File: src/design/ata_pkg.sv
`timescale 1ns / 1ps
package ata_pkg;

  // table of atan(2^-i), units of 2^-30 rad
  localparam int TableStages = 24;
  localparam int AngleLimit  = 25736;

  // widths of the angle datapath
  localparam int DiffW = 17;          // offset-corrected count
  localparam int SumW  = 34;          // a^2 + b^2
  localparam int RadW  = 29;          // isqrt(sum << 24) < 2^29
  localparam int CxW   = 32;          // cordic x/y width
  localparam int CzW   = 33;          // cordic angle accumulator

  // register indexes
  localparam logic [1:0] RegOffsetX = 2'd0;
  localparam logic [1:0] RegOffsetY = 2'd1;
  localparam logic [1:0] RegOffsetZ = 2'd2;

  function automatic logic signed [CzW-1:0] atan_lut(input int unsigned i);
    logic signed [CzW-1:0] v;
    v = '0;
    unique case (i)
      0:  v = 33'sh03243F6A8;
      1:  v = 33'sh01DAC6705;
      2:  v = 33'sh00FADBAFC;
      3:  v = 33'sh007F56EA6;
      4:  v = 33'sh003FEAB76;
      5:  v = 33'sh001FFD55B;
      6:  v = 33'sh000FFFAAA;
      7:  v = 33'sh0007FFF55;
      8:  v = 33'sh0003FFFEA;
      9:  v = 33'sh0001FFFFD;
      10: v = 33'sh0000FFFFF;
      11: v = 33'sh00007FFFF;
      12: v = 33'sh00003FFFF;
      13: v = 33'sh00001FFFF;
      14: v = 33'sh00000FFFF;
      15: v = 33'sh000007FFF;
      16: v = 33'sh000003FFF;
      17: v = 33'sh000001FFF;
      18: v = 33'sh000000FFF;
      19: v = 33'sh0000007FF;
      20: v = 33'sh0000003FF;
      21: v = 33'sh0000001FF;
      22: v = 33'sh0000000FF;
      23: v = 33'sh00000007F;
      default: v = '0;
    endcase
    return v;
  endfunction

endpackage

File: src/design/ata_sqrt.sv
`timescale 1ns / 1ps
// Pipelined restoring square root of (sum << 24): one result bit per stage.
// Carries a side payload of numerator and zero flag along.
module ata_sqrt
  import ata_pkg::*;
#(
  parameter int SideW = 8
) (
  input  logic              clk,
  input  logic              rst_n,
  input  logic              en,
  input  logic              in_vld,
  input  logic [SumW-1:0]   in_sum,
  input  logic [SideW-1:0]  in_side,
  output logic              out_vld,
  output logic [RadW-1:0]   out_root,
  output logic [SideW-1:0]  out_side
);

  localparam int RemW = RadW + 2;
  localparam int OpW  = 2 * RadW;

  logic [RadW:0]             vld_r;
  logic [OpW-1:0]            op_r   [RadW+1];
  logic [RemW-1:0]           rem_r  [RadW+1];
  logic [RadW-1:0]           root_r [RadW+1];
  logic [SideW-1:0]          side_r [RadW+1];

  // load operand
  always_ff @(posedge clk) begin
    if (!rst_n) begin
      vld_r[0] <= 1'b0;
    end else if (en) begin
      vld_r[0] <= in_vld;
    end
  end

  always_ff @(posedge clk) begin
    if (en) begin
      op_r[0]   <= {in_sum[OpW-25:0], 24'd0};
      rem_r[0]  <= '0;
      root_r[0] <= '0;
      side_r[0] <= in_side;
    end
  end

  // one root bit per stage, two operand bits consumed
  for (genvar s = 0; s < RadW; s++) begin : g_stage
    logic [RemW-1:0] rem_sh;
    logic [RemW-1:0] trial;
    always_comb begin
      rem_sh = {rem_r[s][RemW-3:0], op_r[s][OpW-1:OpW-2]};
      trial  = {root_r[s], 2'b01};
    end
    always_ff @(posedge clk) begin
      if (!rst_n) begin
        vld_r[s+1] <= 1'b0;
      end else if (en) begin
        vld_r[s+1] <= vld_r[s];
      end
    end
    always_ff @(posedge clk) begin
      if (en) begin
        op_r[s+1]   <= {op_r[s][OpW-3:0], 2'b00};
        side_r[s+1] <= side_r[s];
        if (rem_sh >= trial) begin
          rem_r[s+1]  <= rem_sh - trial;
          root_r[s+1] <= {root_r[s][RadW-2:0], 1'b1};
        end else begin
          rem_r[s+1]  <= rem_sh;
          root_r[s+1] <= {root_r[s][RadW-2:0], 1'b0};
        end
      end
    end
  end

  assign out_vld  = vld_r[RadW];
  assign out_root = root_r[RadW];
  assign out_side = side_r[RadW];

endmodule

File: config.mk
export PLATFORM = sky130hd
export DESIGN_NAME = ata_sqrt
export DESIGN_NICKNAME = d
export VERILOG_FILES = /design/src/design/ata_pkg.sv /design/src/design/ata_sqrt.sv
export SDC_FILE = /design/constraint.sdc
export NUM_CORES = 2
export LEC_CHECK = 0
export BUFFER_PORTS_ARGS = -buffer_cell sky130_fd_sc_hd__buf_2
export CAP_MARGIN = 20
export CORE_MARGIN = 1
export CORE_UTILIZATION = 58
export DETAILED_ROUTE_END_ITERATION = 8
export GPL_TIMING_DRIVEN = 1
export PLACE_DENSITY = 0.76
export SYNTH_ARGS = -nofsm -noshare
export SYNTH_HDL_FRONTEND = slang
export SYNTH_SLANG_ARGS = --single-unit
export TNS_END_PERCENT = 1
File: constraint.sdc
create_clock -name clk -period 3.5 [get_ports clk]
set_clock_uncertainty 0.15 [all_clocks]
set_input_delay 0.35 -clock clk [delete_from_list [all_inputs] [get_ports clk]]
set_output_delay 0.35 -clock clk [all_outputs]
set_load 0.005 [all_outputs]
==> flow_metrics.tcl <==
set metrics [dict create \
    cts_buffers 179 \
    syn-num-nets 7275 \
    final_cell_area_um2 95700 \
    io_pins 84 \
    die-area_um2 148000 \
    instances_no_fill 9191 \
    leakagePower_uw 0.0370 \
    routed_via_density 5.66 \
    fill_cells 10400 \
    synthCells 6774 \
    ys_ff_latch 1771 \
    placedCellCount 8808 \
    final_nets 7623 \
    cts_sinks 1771 \
    clk_path_buf_depth 3 \
    powerDensity_nw_per_um2 635 \
    post-route-min-period_ns 3.51 \
    synth_top_area_share_pct 61.5 \
    synthToLayoutAreaGrowth_pct 12.5 \
    timing.fmax_mhz 285 \
    drc 0 \
    worstPathMaxFanout 3 \
    grt_antenna_before_repair 1 \
    finalSetupViolCount 1 \
    ys_types 99 \
    setup_slack_ns -0.0116 \
    slew_viol_final 0 \
    start_kind "register" \
    outcome "finished with violations" \
    first_pass_iters 6 \
    ir_drop_uv 465 \
    port_buffers 83 \
    drt_iter0_drc 3446 \
    ant_nets 0 \
    violations "negative setup slack" \
    vias 52000 \
    grt_pass1_vias 51800 \
    grt_overflow_total 0 \
    p_total_uw 60700 \
    fin_crit_sh_pct 100 \
    die_w_um 385 \
    track_usage_pct 22.0 \
    synth-main-ff-cell "edfxtp_1" \
    yosysWarningCount 0 \
    end_kind "register" \
    async_flop_share_pct 0 \
    yosys.area.top_type "edfxtp_1" \
    synth_area_leaders "edfxtp_1, ha_1, xor2_1" \
    hpwl_um 116000 \
    start_util_pct 58.4 \
    hold_path_class "in -> reg" \
    drive_gt1_share_pct 10.5 \
    syn_area_um2 85000 \
    cts-root-buf "clkbuf_16" \
    clk_latency_ns 0.83 \
    multiInputGateArea_um2 29800 \
    regArea_um2 52900 \
    tritoncts "done" \
    fp.dieH_um 385 \
    worstPathRequired_ns 3.91 \
    placed_area_um2 88900 \
    core_um2 146000 \
    slew_headroom_pct 32.8 \
    rows 140 \
    htreeDepth 4 \
    tightest_slew_ns 1.01 \
    synth-edff-count 1740 \
    yosysSeqAreaShare_pct 62.2 \
    rsz0062_at_grt "true" \
    syn_avg_cell_area_um2 12.5 \
    n_antenna_cell 0 \
    hold_viol_final 0 \
    gp_congestion 0.907 \
    path_class "reg -> reg" \
    wirelength_um 164000 \
    hold-worst-slack_ns 0.0787 \
    grt_max_degree 178 \
    cp_data_arrival_time_ns 3.92 \
    cap_viol_max_count 0 \
    grt_pass1_wl_um 261000 \
    wl_per_cell_um 17.8 \
    clk_pin_slew_ns 0.06 \
]
==> synthesized netlist by cell type (73+ instances only) <==
library cell	count
o21a_1	79
nor2b_1	96
nand2_1	510
xor2_1	323
ha_1	444
nand2b_1	73
nor2_1	353
o21ai_0	432
a21oi_1	347
xnor2_1	280
edfxtp_1	1740
nand3_1	114
inv_1	582
clkbuf_1	121
a21o_1	167
nor3_1	166
==> report_power, final <==
group          internal (uW)  switching, uW
sequential             26900           1870
combinational           5770           7250
clock                  10700           8220
==> what timing repair did <==
action,CTS,global route
hold endpoints to repair,116,0
setup endpoints to repair,38,250
pin swaps,2,21
hold buffers,46,0
resized for setup,12,87
setup buffers,0,4
cloned,0,0
==> per-layer routing <==
layer	global-route usage, %	part of all wire [%]	vias up
met4	8.25	3.3	0
met2	40.2	52	1148
met1	26.3	41	25000
li1	-	-	25500
met5	0	0	-
met3	2.97	3.7	337
==> layout make-up <==
| cell class | count | share of cell area [%] |
|---|---|---|
| flip-flops and latches | 1771 | 55.3 |
| multi-input cells | 4262 | 31.1 |
| clock buffers | 209 | 4.85 |
| repair buffers | 325 | 2.63 |
| well taps | 1917 | 2.51 |
| inverters | 583 | 2.29 |
| clock inverters | 124 | 1.31 |
==> worst max-delay path: stages (launching register included) <==
cell	delay, ns
edfxtp_1	0.40
inv_2	0.09
ha_4	0.14
inv_1	0.06
fa_2	0.40
nor2b_2	0.14
o31a_1	0.20
nand4_1	0.15
a311o_1	0.40
a21oi_2	0.20
nor3_2	0.08
o311ai_1	0.29
buf_4	0.17
a31oi_2	0.10
mux2_2	0.29
==> registers in the layout, summed over array words and instances (netlist names) <==
signal,count
rem_r,760
op_r,306
side_r,240
out_vld,1
vld_r,29
root_r,435
==> stage by stage <==
stage               setup TNS, ns  util, %  setup slack [ns]
floorplan                       0        -             0.215
global placement           -0.133     61.0           -0.0711
detailed placement         -0.352     61.0            -0.106
CTS                       -0.0145     65.5           -0.0118
global route               -0.831     65.7            -0.180
finish                    -0.0116     65.7           -0.0116
==> layout by cell type, fill, tap and decap left out, types with 27 or more instances in the layout <==
master / instances
a21o_1: 167
a21oi_1: 339
a31oi_1: 31
and2_1: 37
and3_1: 38
buf_2: 82
buf_4: 182
clkbuf_1: 27
clkbuf_16: 181
clkinv_1: 34
clkinv_2: 41
dfxtp_1: 31
dlygate4sd3_1: 46
edfxtp_1: 1740
ha_1: 438
inv_1: 580
mux2_2: 36
mux2i_1: 40
nand2_1: 510
nand2b_1: 73
nand3_1: 113
nand4_1: 48
nor2_1: 352
nor2b_1: 91
nor3_1: 162
nor4_1: 59
o211ai_1: 31
o21a_1: 79
o21ai_0: 426
o21bai_1: 44
o31ai_1: 34
or2_2: 39
or3_1: 67
or4_1: 35
xnor2_1: 280
xor2_1: 323
==> worst paths after layout <==
| kind | from | to | slack [ns] | depth (start not counted) |
|---|---|---|---|---|
| min reg2reg | side_r[1][76]$_DFFE_PP_ | side_r[1][84]$_DFFE_PP_ | 0.26 | 0 |
| max reg2reg | root_r[1][290]$_DFFE_PP_ | rem_r[1][369]$_DFFE_PP_ | -0.01 | 14 |
| max | root_r[1][290]$_DFFE_PP_ | rem_r[1][369]$_DFFE_PP_ | -0.01 | 14 |
| min | in_sum[25] | op_r[0][47]$_DFFE_PP_ | 0.08 | 2 |
==> cells by family after synthesis <==
group	after synthesis	synth area share, %
fa+ha+maj	455	6.79
buf+inv	741	3.34
compound gates	1370	10.0
xor+xnor	603	6.21
simple gates	1758	10.5
mux	76	0.948
flops	1771	62.2
Power figures use the tool's default switching activity.
