==> config.mk <==
export PLATFORM = sky130hd
export DESIGN_NAME = ata_cordic
export DESIGN_NICKNAME = d
export VERILOG_FILES = /design/src/design/ata_pkg.sv /design/src/design/ata_cordic.sv
export SDC_FILE = /design/constraint.sdc
export NUM_CORES = 2
export LEC_CHECK = 0
export ABC_AREA = 0
export BUFFER_PORTS_ARGS = -buffer_cell sky130_fd_sc_hd__buf_4
export CAP_MARGIN = 15
export CORE_MARGIN = 2
export CORE_UTILIZATION = 40
export DETAILED_ROUTE_END_ITERATION = 7
export PLACE_DENSITY = 0.63
export SYNTH_ARGS = -nofsm -noshare
export SYNTH_HDL_FRONTEND = slang
export SYNTH_SLANG_ARGS = --single-unit
==> constraint.sdc <==
create_clock -name clk -period 6.65 [get_ports clk]
set_clock_uncertainty 0.2 [all_clocks]
set_input_delay 1.33 -clock clk [delete_from_list [all_inputs] [get_ports clk]]
set_output_delay 1.33 -clock clk [all_outputs]
set_load 0.02 [all_outputs]
==> src/design/ata_pkg.sv <==
`timescale 1ns / 1ps
package ata_pkg;

  // table of atan(2^-i), units of 2^-30 rad
  localparam int TableStages = 24;
  localparam int AngleLimit  = 25736;

  // widths of the angle datapath
  localparam int DiffW = 17;          // offset-corrected count
  localparam int SumW  = 34;          // a^2 + b^2
  localparam int RadW  = 29;          // isqrt(sum << 24) < 2^29
  localparam int CxW   = 32;          // cordic x/y width
  localparam int CzW   = 33;          // cordic angle accumulator

  // register indexes
  localparam logic [1:0] RegOffsetX = 2'd0;
  localparam logic [1:0] RegOffsetY = 2'd1;
  localparam logic [1:0] RegOffsetZ = 2'd2;

  function automatic logic signed [CzW-1:0] atan_lut(input int unsigned i);
    logic signed [CzW-1:0] v;
    v = '0;
    unique case (i)
      0:  v = 33'sh03243F6A8;
      1:  v = 33'sh01DAC6705;
      2:  v = 33'sh00FADBAFC;
      3:  v = 33'sh007F56EA6;
      4:  v = 33'sh003FEAB76;
      5:  v = 33'sh001FFD55B;
      6:  v = 33'sh000FFFAAA;
      7:  v = 33'sh0007FFF55;
      8:  v = 33'sh0003FFFEA;
      9:  v = 33'sh0001FFFFD;
      10: v = 33'sh0000FFFFF;
      11: v = 33'sh00007FFFF;
      12: v = 33'sh00003FFFF;
      13: v = 33'sh00001FFFF;
      14: v = 33'sh00000FFFF;
      15: v = 33'sh000007FFF;
      16: v = 33'sh000003FFF;
      17: v = 33'sh000001FFF;
      18: v = 33'sh000000FFF;
      19: v = 33'sh0000007FF;
      20: v = 33'sh0000003FF;
      21: v = 33'sh0000001FF;
      22: v = 33'sh0000000FF;
      23: v = 33'sh00000007F;
      default: v = '0;
    endcase
    return v;
  endfunction

endpackage

==> src/design/ata_cordic.sv <==
`timescale 1ns / 1ps
// Vectoring rotation pipeline: one micro-rotation per stage, then round,
// optional negate and saturate.
module ata_cordic
  import ata_pkg::*;
#(
  parameter int Stages = 16
) (
  input  logic                    clk,
  input  logic                    rst_n,
  input  logic                    en,
  input  logic                    in_vld,
  input  logic [RadW-1:0]         in_root,
  input  logic signed [DiffW-1:0] in_num,
  input  logic                    in_zero,
  input  logic                    in_neg,
  output logic                    out_vld,
  output logic signed [15:0]      out_angle
);

  localparam int NStg = (Stages < TableStages) ? Stages : TableStages;

  logic [NStg:0]         vld_r;
  logic signed [CxW-1:0] x_r [NStg+1];
  logic signed [CxW-1:0] y_r [NStg+1];
  logic signed [CzW-1:0] z_r [NStg+1];
  logic [NStg:0]         zero_r;
  logic [NStg:0]         neg_r;
  logic                  ovld_r;
  logic signed [15:0]    angle_r;

  // load start vector (R, N * 2^12, 0)
  always_ff @(posedge clk) begin
    if (!rst_n) begin
      vld_r[0] <= 1'b0;
    end else if (en) begin
      vld_r[0] <= in_vld;
    end
  end

  always_ff @(posedge clk) begin
    if (en) begin
      x_r[0]    <= CxW'($signed({1'b0, in_root}));
      y_r[0]    <= CxW'($signed({in_num, 12'd0}));
      z_r[0]    <= '0;
      zero_r[0] <= in_zero;
      neg_r[0]  <= in_neg;
    end
  end

  for (genvar i = 0; i < NStg; i++) begin : g_rot
    localparam logic signed [CzW-1:0] Ang = atan_lut(i);
    logic signed [CxW-1:0] xs;
    logic signed [CxW-1:0] ys;
    always_comb begin
      xs = x_r[i] >>> i;
      ys = y_r[i] >>> i;
    end
    always_ff @(posedge clk) begin
      if (!rst_n) begin
        vld_r[i+1] <= 1'b0;
      end else if (en) begin
        vld_r[i+1] <= vld_r[i];
      end
    end
    always_ff @(posedge clk) begin
      if (en) begin
        zero_r[i+1] <= zero_r[i];
        neg_r[i+1]  <= neg_r[i];
        if (!y_r[i][CxW-1]) begin
          x_r[i+1] <= x_r[i] + ys;
          y_r[i+1] <= y_r[i] - xs;
          z_r[i+1] <= z_r[i] + Ang;
        end else begin
          x_r[i+1] <= x_r[i] - ys;
          y_r[i+1] <= y_r[i] + xs;
          z_r[i+1] <= z_r[i] - Ang;
        end
      end
    end
  end

  // round half up, negate, clamp to +-pi/2
  logic signed [CzW-1:0] rnd;
  logic signed [17:0]    q;
  logic signed [17:0]    v;
  logic signed [15:0]    angle_nxt;
  always_comb begin
    rnd = (z_r[NStg] + CzW'(33'sd32768)) >>> 16;
    q   = 18'(rnd);
    v   = neg_r[NStg] ? -q : q;
    if (zero_r[NStg]) begin
      angle_nxt = '0;
    end else if (v > 18'(AngleLimit)) begin
      angle_nxt = 16'(AngleLimit);
    end else if (v < -18'(AngleLimit)) begin
      angle_nxt = -16'(AngleLimit);
    end else begin
      angle_nxt = v[15:0];
    end
  end

  always_ff @(posedge clk) begin
    if (!rst_n) begin
      ovld_r <= 1'b0;
    end else if (en) begin
      ovld_r <= vld_r[NStg];
    end
  end

  always_ff @(posedge clk) begin
    if (en) begin
      angle_r <= angle_nxt;
    end
  end

  assign out_vld   = ovld_r;
  assign out_angle = angle_r;

endmodule

==> metrics.yaml <==
vias: 90847
syn-cell-area_um2: 120000
worstPathMaxFanout: 6
routed_wirelength_um: 294000
die_w_um: 551
r2r_cells: 21
grt_max_degree: 185
area_delta_synth_final_pct: 9.67
synthCells: 12313
drt_iter0_drc: 6000
multi_input_area_um2: 73200
ioPinCount: 69
ys_warn_count: 0
post-cts-setup-buffers: 0
drc: 0
hold_path_end: "zero_r[2]"
final_common_cell: "edfxtp_1"
async_reset_ff_frac: 0
path_clk_slew_ns: 0.06
cp_num_buf_inv: 1
crit_family: "compound AO/OA/AOI/OAI gates"
yosysUniqueCellTypes: 95
ys.flop_type: "edfxtp_1"
tritoncts: "built"
viasPerCell: 5.48
synth_edf_count: 1445
die_height_um: 551
whs_path_depth: 0
synth_area_per_cell_um2: 9.71
grtUsageTotal: 0.188
port_buffers: 68
setup_tns_ns: 0
gr-total-overflow: 0
dieArea_um2: 303000
rr_endpoint: "x_r[2][31]"
first_pass_iters: 7
worst_slew_pin_slew_ns: 1.14
core_area_um2: 297000
hold_viol: 0
std_cell_rows: 200
nFillCells: 28405
synth-seq-area-share: 0.366
ctsHoldBuffers: 0
ys_ff_latch: 1463
syn_nets: 13760
setup_viol: 0
arrival_ns: 6.24
rsz0062_at_grt: "no"
cts_buffer_depth: 4
path_cells: "inv_1, ha_1, nand2_1, or4_1, nor3_1, nand2_1, nor4_1, nor2_1, xnor2_1, ha_1, a21o_1, a21o_1, a21oi_1, o21bai_1, a21o_1, a221oi_1, a21oi_1, a2111oi_0, o21bai_1, a21oi_1, xnor2_1"
fin_crit_ns: 5.88
start_util: 0.402
mostFrequentLayoutCells: "edfxtp_1 (1,445), ha_1 (1,359), xnor2_1 (1,166)"
drtAntennaViolNets: 0
dp_hpwl_um: 231000
routabilityCongestion: 0.915
cp-start-kind: "register"
h-tree-depth: 4
clock_latency_ns: 0.86
ff_latch_area_um2: 43800
end_kind: "register"
layout.nets: 13942
min_period_over_period: 0.885
cp.required_ns: 7.01
utilization: 0.441
r2r-start: "y_r[1][1]"
regToRegSetupSlack_ns: 0.77
crit_type: "register to register"
hold_path_class: "register to register"
grt_pass1_wl_um: 465000
maxSlewViolCount: 0
cts-root-buf: "clkbuf_16"
fmax_ghz: 0.170
cts_buffers: 177
max-cap-violations: 0
drive_gt1_frac: 0.0477
grt_pass1_vias: 86206
cts_resized: 0
cp.depth: 21
slew_headroom: 0.241
critical_path.max_stage_delay_ns: 0.58
numClockSinks: 1463
grt_antenna_before_repair: 3
slowest_stage: "nor4_1"
status: "finished clean"
min_from: "zero_r[1]"
wl_per_cell_um: 17.7
## through the flow
stage	hold WS (ns)	setup WS (ns)	std cells	instance area (um2)
after floorplan	0.200	0.673	12313	120000
after global placement	0.200	0.438	16255	125000
after detailed placement	0.205	0.431	16255	125000
after CTS	0.209	0.884	16573	131000
after global routing	0.225	0.243	16576	131000
final	0.206	0.766	16576	131000
## worst register-to-register path: cells and delay by family (launching register included)
family          cells  cell delay (ns)
flops               1             0.50
compound gates     10             2.29
simple gates        6             1.78
buf+inv             1             0.10
xor+xnor            2             0.23
fa+ha+maj           2             0.53
## metal layers
metal,global-route usage,vias up,share of wire
li1,-,46202,-
met1,0.242,42643,0.45
met2,0.330,1597,0.49
met3,0.0182,405,0.038
met4,0.0578,0,0.030
met5,0,-,0
## logic make-up (layout without fill, tap and decap cells)
| kind of cell | count (synthesis) | count (layout) | share of synthesized area |
|---|---|---|---|
| adder cells (fa/ha/maj) | 1395 | 1395 | 0.148 |
| AO/OA/AOI/OAI | 3677 | 3677 | 0.196 |
| multiplexers | 75 | 75 | 0.00654 |
| AND/OR/NAND/NOR | 3265 | 3265 | 0.132 |
| other | 0 | 3 | 0 |
| buffers and inverters | 678 | 999 | 0.0215 |
| flip-flops | 1463 | 1463 | 0.366 |
| XOR/XNOR | 1760 | 1760 | 0.129 |
## area by class of cell
cell class | instances | area share
diodes | 3 | 0.0000573
clock buffers | 214 | 0.0361
clock inverters | 104 | 0.00834
inverters | 499 | 0.0143
multi-input cells | 10172 | 0.559
flip-flops and latches | 1463 | 0.334
well taps | 3939 | 0.0376
repair buffers | 182 | 0.0113
## sequential cells by signal (all words and copies together) (netlist names)
name / cells
z_r: 467
y_r: 465
x_r: 463
neg_r: 17
vld_r: 17
zero_r: 17
out_angle: 16
out_vld: 1
## synthesized netlist by cell type (all sizes together) (216+ instances only)
library cell,number,share of area
a21o,521,0.033
a21oi,1154,0.049
edfxtp,1445,0.36
ha,1359,0.14
inv,495,0.016
nand2,712,0.022
nor2,983,0.031
nor3,322,0.013
o21a,216,0.014
o21ai,741,0.031
xnor2,1166,0.085
xor2,594,0.044
## how the worst max path moves through the flow
stage / from / end / slack [ns]
after floorplan: en / y_r[4][28] / 0.67
after global placement: en / z_r[6][32] / 0.44
after detailed placement: en / z_r[6][32] / 0.43
after CTS: y_r[1][1] / x_r[2][31] / 0.88
after global routing: y_r[1][1] / x_r[2][31] / 0.24
final: y_r[1][1] / x_r[2][31] / 0.77
Power is not shown: default switching activity piles up to over one toggle a cycle in this logic, so the estimate is an artifact.
